## src/design/tofp_pkg.sv

```systemverilog
// ----------------------------------------------------------------------------
// tofp_pkg: shared types and constants for the tensor op fusion peephole
// Instruction and result layouts, config register indexes and reset codes.
// ----------------------------------------------------------------------------
package tofp_pkg;

  localparam int unsigned CodeW     = 5;
  localparam int unsigned RegW      = 4;
  localparam int unsigned ImmW      = 32;
  localparam int unsigned ShapeW    = 16;
  localparam int unsigned CfgIdxW   = 2;
  localparam int unsigned FifoDepth = 4;
  localparam int unsigned PtrW      = $clog2(FifoDepth);
  localparam int unsigned CntW      = PtrW + 1;

  localparam logic [CodeW-1:0] MatmulCodeRst = 5'd0;
  localparam logic [CodeW-1:0] AddCodeRst    = 5'd1;
  localparam logic [CodeW-1:0] ReluCodeRst   = 5'd2;

  localparam logic [ImmW-1:0] ReluFuseBit = 32'h8000_0000;
  localparam logic [ImmW-1:0] AddFuseBit  = 32'h4000_0000;

  typedef enum logic [CfgIdxW-1:0] {
    CFG_MATMUL = 2'd0,
    CFG_ADD    = 2'd1,
    CFG_RELU   = 2'd2
  } cfg_idx_e;

  typedef struct packed {
    logic [CodeW-1:0] matmul_code;
    logic [CodeW-1:0] add_code;
    logic [CodeW-1:0] relu_code;
  } cfg_t;

  typedef struct packed {
    logic [CodeW-1:0]  op;
    logic [RegW-1:0]   dst;
    logic [RegW-1:0]   src_first;
    logic [RegW-1:0]   src_second;
    logic [ImmW-1:0]   imm;
    logic [ShapeW-1:0] shape_a_rows;
    logic [ShapeW-1:0] shape_a_cols;
    logic [ShapeW-1:0] shape_b_rows;
    logic [ShapeW-1:0] shape_b_cols;
    logic              in_last;
  } in_item_t;

  typedef struct packed {
    logic [CodeW-1:0]  out_op;
    logic [RegW-1:0]   out_dst;
    logic [RegW-1:0]   out_src_first;
    logic [RegW-1:0]   out_src_second;
    logic [ImmW-1:0]   out_imm;
    logic [ShapeW-1:0] out_shape_a_rows;
    logic [ShapeW-1:0] out_shape_a_cols;
    logic [ShapeW-1:0] out_shape_b_rows;
    logic [ShapeW-1:0] out_shape_b_cols;
    logic              out_last;
  } out_item_t;

  typedef struct packed {
    logic first;
    logic second;
  } push_t;

  function automatic out_item_t to_out(in_item_t it, logic [ImmW-1:0] fuse, logic last);
    out_item_t o;
    o.out_op           = it.op;
    o.out_dst          = it.dst;
    o.out_src_first    = it.src_first;
    o.out_src_second   = it.src_second;
    o.out_imm          = it.imm | fuse;
    o.out_shape_a_rows = it.shape_a_rows;
    o.out_shape_a_cols = it.shape_a_cols;
    o.out_shape_b_rows = it.shape_b_rows;
    o.out_shape_b_cols = it.shape_b_cols;
    o.out_last         = last;
    return o;
  endfunction

endpackage

```

## src/design/tofp_core.sv

```systemverilog
// ----------------------------------------------------------------------------
// tofp_core: pending instruction register and fusion decision
// Compares the held instruction with the incoming one and produces up to two
// results per transfer.
// ----------------------------------------------------------------------------
module tofp_core import tofp_pkg::*; (
  input  logic      clk_i,
  input  logic      rst_ni,
  input  cfg_t      cfg_i,
  input  logic      accept_i,
  input  in_item_t  item_i,
  output push_t     push_o,
  output out_item_t res_first_o,
  output out_item_t res_second_o
);

  logic            held_valid_q, held_valid_d;
  in_item_t        held_q;
  logic            reads;
  logic            held_mm, held_add, in_relu, in_add;
  logic [ImmW-1:0] fuse;
  logic            fused;

  assign reads    = item_i.src_first == held_q.dst;
  assign held_mm  = held_q.op == cfg_i.matmul_code;
  assign held_add = held_q.op == cfg_i.add_code;
  assign in_relu  = item_i.op == cfg_i.relu_code;
  assign in_add   = item_i.op == cfg_i.add_code;

  always_comb begin
    fuse = '0;
    if (held_mm && in_relu && reads) begin
      fuse = ReluFuseBit;
    end else if (held_add && in_relu && reads) begin
      fuse = ReluFuseBit;
    end else if (held_mm && in_add && reads) begin
      fuse = AddFuseBit;
    end
  end

  assign fused = fuse != '0;

  always_comb begin
    push_o       = '0;
    held_valid_d = held_valid_q;
    res_first_o  = to_out(held_q, fuse, 1'b0);
    res_second_o = to_out(item_i, '0, 1'b1);
    if (accept_i) begin
      if (!held_valid_q) begin
        if (item_i.in_last) begin
          push_o.first = 1'b1;
          res_first_o  = to_out(item_i, '0, 1'b1);
        end else begin
          held_valid_d = 1'b1;
        end
      end else if (fused) begin
        push_o.first       = 1'b1;
        res_first_o        = to_out(held_q, fuse, item_i.in_last);
        held_valid_d       = 1'b0;
      end else begin
        push_o.first = 1'b1;
        if (item_i.in_last) begin
          push_o.second = 1'b1;
          held_valid_d  = 1'b0;
        end
      end
    end
  end

  always_ff @(posedge clk_i or negedge rst_ni) begin
    if (!rst_ni) begin
      held_valid_q <= 1'b0;
    end else begin
      held_valid_q <= held_valid_d;
    end
  end

  // hold the incoming instruction whenever it becomes the pending one
  always_ff @(posedge clk_i) begin
    if (accept_i && held_valid_d && !fused) begin
      held_q <= item_i;
    end else if (accept_i && !held_valid_q) begin
      held_q <= item_i;
    end
  end

endmodule

```

## src/design/tofp_fifo.sv

```systemverilog
// ----------------------------------------------------------------------------
// tofp_fifo: result queue
// Four-entry queue that takes one or two results per cycle and offers one.
// ----------------------------------------------------------------------------
module tofp_fifo import tofp_pkg::*; (
  input  logic      clk_i,
  input  logic      rst_ni,
  input  push_t     push_i,
  input  out_item_t wr_first_i,
  input  out_item_t wr_second_i,
  output logic      space_o,
  output logic      out_valid_o,
  input  logic      out_ready_i,
  output out_item_t out_item_o
);

  out_item_t       mem_q [FifoDepth];
  logic [PtrW-1:0] wr_ptr_q, wr_ptr_d, rd_ptr_q, rd_ptr_d;
  logic [CntW-1:0] count_q, count_d;
  logic [PtrW-1:0] wr_next;
  logic            pop;

  assign pop         = out_valid_o && out_ready_i;
  assign out_valid_o = count_q != '0;
  assign out_item_o  = mem_q[rd_ptr_q];
  assign space_o     = count_q <= CntW'(FifoDepth - 2);
  assign wr_next     = wr_ptr_q + PtrW'(1);

  always_comb begin
    wr_ptr_d = wr_ptr_q;
    count_d  = count_q;
    rd_ptr_d = rd_ptr_q;
    if (push_i.first && push_i.second) begin
      wr_ptr_d = wr_ptr_q + PtrW'(2);
      count_d  = count_q + CntW'(2);
    end else if (push_i.first) begin
      wr_ptr_d = wr_next;
      count_d  = count_q + CntW'(1);
    end
    if (pop) begin
      rd_ptr_d = rd_ptr_q + PtrW'(1);
      count_d  = count_d - CntW'(1);
    end
  end

  always_ff @(posedge clk_i or negedge rst_ni) begin
    if (!rst_ni) begin
      wr_ptr_q <= '0;
      rd_ptr_q <= '0;
      count_q  <= '0;
    end else begin
      wr_ptr_q <= wr_ptr_d;
      rd_ptr_q <= rd_ptr_d;
      count_q  <= count_d;
    end
  end

  always_ff @(posedge clk_i) begin
    if (push_i.first) begin
      mem_q[wr_ptr_q] <= wr_first_i;
    end
    if (push_i.second) begin
      mem_q[wr_next] <= wr_second_i;
    end
  end

`ifndef ASSERT_OFF
  a_count_bound: assert property (@(posedge clk_i) disable iff (!rst_ni)
    count_q <= CntW'(FifoDepth))
    else $error("result queue count out of range");

  a_second_needs_first: assert property (@(posedge clk_i) disable iff (!rst_ni)
    push_i.second |-> push_i.first)
    else $error("second result pushed without first");

  a_push_has_room: assert property (@(posedge clk_i) disable iff (!rst_ni)
    push_i.first |-> count_q <= CntW'(FifoDepth - 2))
    else $error("push into result queue without room");

  a_pop_drains: assert property (@(posedge clk_i) disable iff (!rst_ni)
    (pop && !push_i.first) |=> count_q == $past(count_q) - CntW'(1))
    else $error("pop did not drain result queue");
`endif

endmodule

```

## src/design/tensor_op_fusion_peephole_top.sv

```systemverilog
// ----------------------------------------------------------------------------
// tensor_op_fusion_peephole_top: tensor instruction fusion peephole
// One-instruction lookahead that folds ReLU and add into the preceding op.
// ----------------------------------------------------------------------------
// Usage:
//   Instructions enter on in_valid_i/in_ready_o as in_item_i; results leave
//   on out_valid_o/out_ready_i as out_item_o. Each instruction is held until
//   the next one arrives, so a result is queued on the transfer of
//   the instruction that decides it (a fusion or a plain pass), and a program
//   end (in_last set) flushes the pending instruction.
//   Throughput is one instruction per cycle while the queue has room, also
//   across flushes that yield two results. Results sit in a four-entry queue;
//   in_ready_o is high while at least two entries are free, so a stalled
//   receiver fills the queue and then holds off the sender.
//   Opcode codes are written on cfg_we_i/cfg_idx_i/cfg_wdata_i while idle.
//   Reset empties the queue, drops the pending instruction and restores the
//   default opcode codes (matmul 0, add 1, ReLU 2).
// ----------------------------------------------------------------------------
module tensor_op_fusion_peephole_top import tofp_pkg::*; (
  input  logic               clk_i,
  input  logic               rst_ni,
  input  logic               cfg_we_i,
  input  logic [CfgIdxW-1:0] cfg_idx_i,
  input  logic [CodeW-1:0]   cfg_wdata_i,
  input  logic               in_valid_i,
  output logic               in_ready_o,
  input  in_item_t           in_item_i,
  output logic               out_valid_o,
  input  logic               out_ready_i,
  output out_item_t          out_item_o
);

  cfg_t      cfg_q;
  logic      accept;
  push_t     push;
  out_item_t res_first, res_second;

  always_ff @(posedge clk_i or negedge rst_ni) begin
    if (!rst_ni) begin
      cfg_q.matmul_code <= MatmulCodeRst;
      cfg_q.add_code    <= AddCodeRst;
      cfg_q.relu_code   <= ReluCodeRst;
    end else if (cfg_we_i) begin
      unique case (cfg_idx_e'(cfg_idx_i))
        CFG_MATMUL: cfg_q.matmul_code <= cfg_wdata_i;
        CFG_ADD:    cfg_q.add_code    <= cfg_wdata_i;
        CFG_RELU:   cfg_q.relu_code   <= cfg_wdata_i;
        default: begin
        end
      endcase
    end
  end

  assign accept = in_valid_i && in_ready_o;

  tofp_core u_core (
    .clk_i        (clk_i),
    .rst_ni       (rst_ni),
    .cfg_i        (cfg_q),
    .accept_i     (accept),
    .item_i       (in_item_i),
    .push_o       (push),
    .res_first_o  (res_first),
    .res_second_o (res_second)
  );

  tofp_fifo u_fifo (
    .clk_i       (clk_i),
    .rst_ni      (rst_ni),
    .push_i      (push),
    .wr_first_i  (res_first),
    .wr_second_i (res_second),
    .space_o     (in_ready_o),
    .out_valid_o (out_valid_o),
    .out_ready_i (out_ready_i),
    .out_item_o  (out_item_o)
  );

endmodule

```

## config.mk

```make
export PLATFORM = sky130hd
export DESIGN_NAME = tensor_op_fusion_peephole_top
export DESIGN_NICKNAME = d
export VERILOG_FILES = /design/src/design/tofp_pkg.sv /design/src/design/tofp_core.sv /design/src/design/tofp_fifo.sv /design/src/design/tensor_op_fusion_peephole_top.sv
export SDC_FILE = /design/constraint.sdc
export NUM_CORES = 1
export LEC_CHECK = 0
export BUFFER_PORTS_ARGS = -buffer_cell sky130_fd_sc_hd__buf_2
export CORE_UTILIZATION = 50
export CTS_CLUSTER_DIAMETER = 80
export DETAILED_ROUTE_END_ITERATION = 10
export GPL_ROUTABILITY_DRIVEN = 1
export GPL_TIMING_DRIVEN = 0
export PLACE_DENSITY = 0.69
export REMOVE_ABC_BUFFERS = 1
export SYNTH_ARGS = -nofsm -noshare
export SYNTH_HDL_FRONTEND = slang
export SYNTH_SLANG_ARGS = --single-unit
```

## constraint.sdc

```tcl
create_clock -name clk_i -period 9.8 [get_ports clk_i]
set_clock_uncertainty 0.2 [all_clocks]
set_input_delay 1.96 -clock clk_i [delete_from_list [all_inputs] [get_ports clk_i]]
set_output_delay 1.96 -clock clk_i [all_outputs]
set_load 0.005 [all_outputs]
```

==> out/metrics.cfg <==
[cts]
numCtsBuffers = 60
cts_hold_buffers = 0
cts.sinks = 592
insertion_delay_ns = 0.62
h-tree-depth = 2
ctsResizeCount = 0
clk_pin_slew_worst_paths_ns = 0.06
clk_path_buf_depth = 3
cts-root-buf = clkbuf_16
tritoncts = built
postCtsSetupRepairBufs = 0

[sta]
finalWorstSetupSlack_ns = 4.32
finalHoldViolCount = 0
setup_viol = 0
max_freq_mhz = 183
layout_min_cycle_time_ns = 5.48
slew_viol_final = 0
maxSlewHeadroom_pct = 16.1
period_share_pct = 55.9
tightest_slew_ns = 1.26
rsz0062_at_grt = false
finalSetupTns_ns = 0

[critical_path]
critPathKind = input pin to flip-flop
regToRegEndpoint = u_fifo.mem_q[2][7]$_DFFE_PP_
startpoint = in_item_i[102]
crit_arrival_ns = 5.63
cp_max_fo = 57
ff2ff_setup_slack_ns = 5.28
reg2regPathDepth = 10
cp.required_ns = 9.95
cpMaxStageDelayCell = and3_1
timing.rr.start = u_fifo.count_q[0]$_DFF_PN0_
slowest_delay_ns = 0.90
cp-start-kind = input pin
end_kind = flip-flop
crit_chain = buf_2, xnor2_1, nand4_1, nor4_2, o21ai_1, and3_1, a21o_4, buf_16, o2bb2ai_1

[placement]
placed_cells = 2414
post_dp_cell_area_mm2 = 0.0291
portBuffers = 241
dp_hpwl_um = 40000
place_ws_ns = 3.79
gp_congestion = 0.826

[detailed_routing]
final_antenna_net_count = 0
wl_per_cell_um = 27.6
routed-wl-met2_um = 34400
viasPerCell = 6.55
drc = 0
wl_met1_um = 27700
dr.first_iter.drc_count = 1592
wl_met3_um = 6070
wl_um = 69900
first_pass_iters = 6
dr_total_vias = 16600
top_layer_used = met5

[synthesis]
yosys-top-cells-area = edfxtp_1 (64%), o2bb2ai_1 (11%), mux4_2 (9.7%)
ys_seq_area_share_pct = 66.4
async_flop_share_pct = 3.89
yosysTopAreaCellShare_pct = 63.9
synth_warnings = 0
synth_area_leader_cell = edfxtp_1
synth_ff_type = edfxtp_1
ys_types = 46
syn_inst = 1582
synth_edf_count = 565
postSynthAreaPerCell_um2 = 16.8
synth.ff_latch_count = 592
netlist_area_mm2 = 0.0265

[floorplan]
ios = 242
dieWidth_um = 232
row_count = 84
fp.dieArea_mm2 = 0.0540
start_util_pct = 50.6
core_mm2 = 0.0524
dieHeight_um = 232

[final_layout]
nFillCells = 3922
nets = 1923
final_common_cell = edfxtp_1
drive_gt1_share_pct = 28.5
post-route-util_pct = 58.9
layout_common_cells = edfxtp_1 (565), o2bb2ai_1 (333), buf_2 (241)
final_cells = 2531
area_growth_syn_to_layout_pct = 16.5
fin_area_mm2 = 0.0309

[global_routing]
grt_pass1_wl_um = 104000
gr-usage-all-layers_pct = 25.7
grt_start_max_net_pins = 59
grt_overflow_total = 0
grt_pass1_vias = 17100
antenna_found_initial = 15

[worst_hold_path]
hold_end = u_fifo.mem_q[3][0]$_SDFFE_PP1P_
hold_class = flip-flop to flip-flop
worstHoldPathCells = 2
holdCritStartpoint = u_fifo.mem_q[3][0]$_SDFFE_PP1P_

[power_and_ir_drop]
power.density_mw_per_mm2 = 263
vdd_drop_max_mv = 0.223
p_leak_nw = 10.0

[job]
drv_cap = 0

[run_status]
outcome = finished clean

-- cells in the mapped netlist (7+ instances only) --
cell / n
a21oi_1: 11
a22o_1: 111
buf_1: 17
buf_2: 47
buf_4: 29
buf_6: 13
clkbuf_1: 42
dfrtp_1: 21
edfxtp_1: 565
ha_1: 9
inv_1: 7
mux2_2: 15
mux4_2: 114
nand2_1: 143
nand3_1: 15
o2bb2ai_1: 334
xnor2_1: 25
-- cells by family (layout without fill, tap and decap cells) --
logic type               after synthesis  in the layout  share of synthesized area, %
other                                  0              9                             0
XOR/XNOR                              31             31                          1.02
flip-flops                           592            592                          66.4
multiplexers                         131            131                          10.4
AND/OR/NAND/NOR                      183            183                          2.85
AO/OA/AOI/OAI                        481            481                          15.7
buffers and inverters                155            407                          3.19
adder cells (fa/ha/maj)                9              9                         0.424
-- report_power, final --
part | switching, mW | leakage (nW) | internal (mW)
combinational | 1.38 | 3.86 | 1.06
clock | 0.954 | 0.889 | 1.22
sequential | 0.204 | 5.26 | 3.32
-- sequential cells by signal, summed over array words and instances, names as in the netlist --
| name | count |
|---|---|
| u_core.held_q | 113 |
| u_fifo.count_q | 3 |
| cfg_q | 15 |
| u_core.held_valid_q | 1 |
| u_fifo.rd_ptr_q | 2 |
| u_fifo.wr_ptr_q | 2 |
| u_fifo.mem_q | 456 |
-- worst max-delay path, delay by kind of cell --
kind                   cells  cell delay (ns)
AO/OA/AOI/OAI              3             1.68
XOR/XNOR                   1             0.16
AND/OR/NAND/NOR            3             1.21
buffers and inverters      2             0.51
-- per-layer routing --
metal  up-vias  GRT usage, %
met3       133          5.23
met4        14          8.78
met2       804          41.3
met1      8576          34.9
li1       7060             -
met5         -             0
-- worst max path at each step --
stage | to | slack, ns | cells past startpoint
3_3_place_gp | u_fifo.mem_q[0][73]$_DFFE_PP_ | -9.92 | 6
3_5_place_dp | u_fifo.mem_q[1][64]$_DFFE_PP_ | 3.79 | 9
5_1_grt | u_fifo.mem_q[1][64]$_DFFE_PP_ | 4.18 | 9
6_report | u_fifo.mem_q[1][73]$_DFFE_PP_ | 4.32 | 9
2_1_floorplan | u_fifo.mem_q[0][100]$_DFFE_PP_ | 0.66 | 5
4_1_cts | u_fifo.mem_q[1][43]$_DFFE_PP_ | 4.42 | 9
-- layout make-up --
type	instances	area [um^2]	area share, %
inverter	7	26.3	0.0850
timing repair buffer	292	2350	7.62
multi-input combinational	835	8200	26.5
sequential	592	17600	57.0
tap	688	861	2.78
clock inverter	28	216	0.700
clock buffer	80	1600	5.17
antenna	9	22.5	0.0729
-- per-stage QoR --
step	hold slack [ns]	total power [mW]
3_5_place_dp	0.285	6.03
2_1_floorplan	0.237	5.05
5_1_grt	0.312	8.45
4_1_cts	0.298	8.18
6_report	0.299	8.13
3_3_place_gp	0.256	6.21
(Power assumes the default switching activity.)
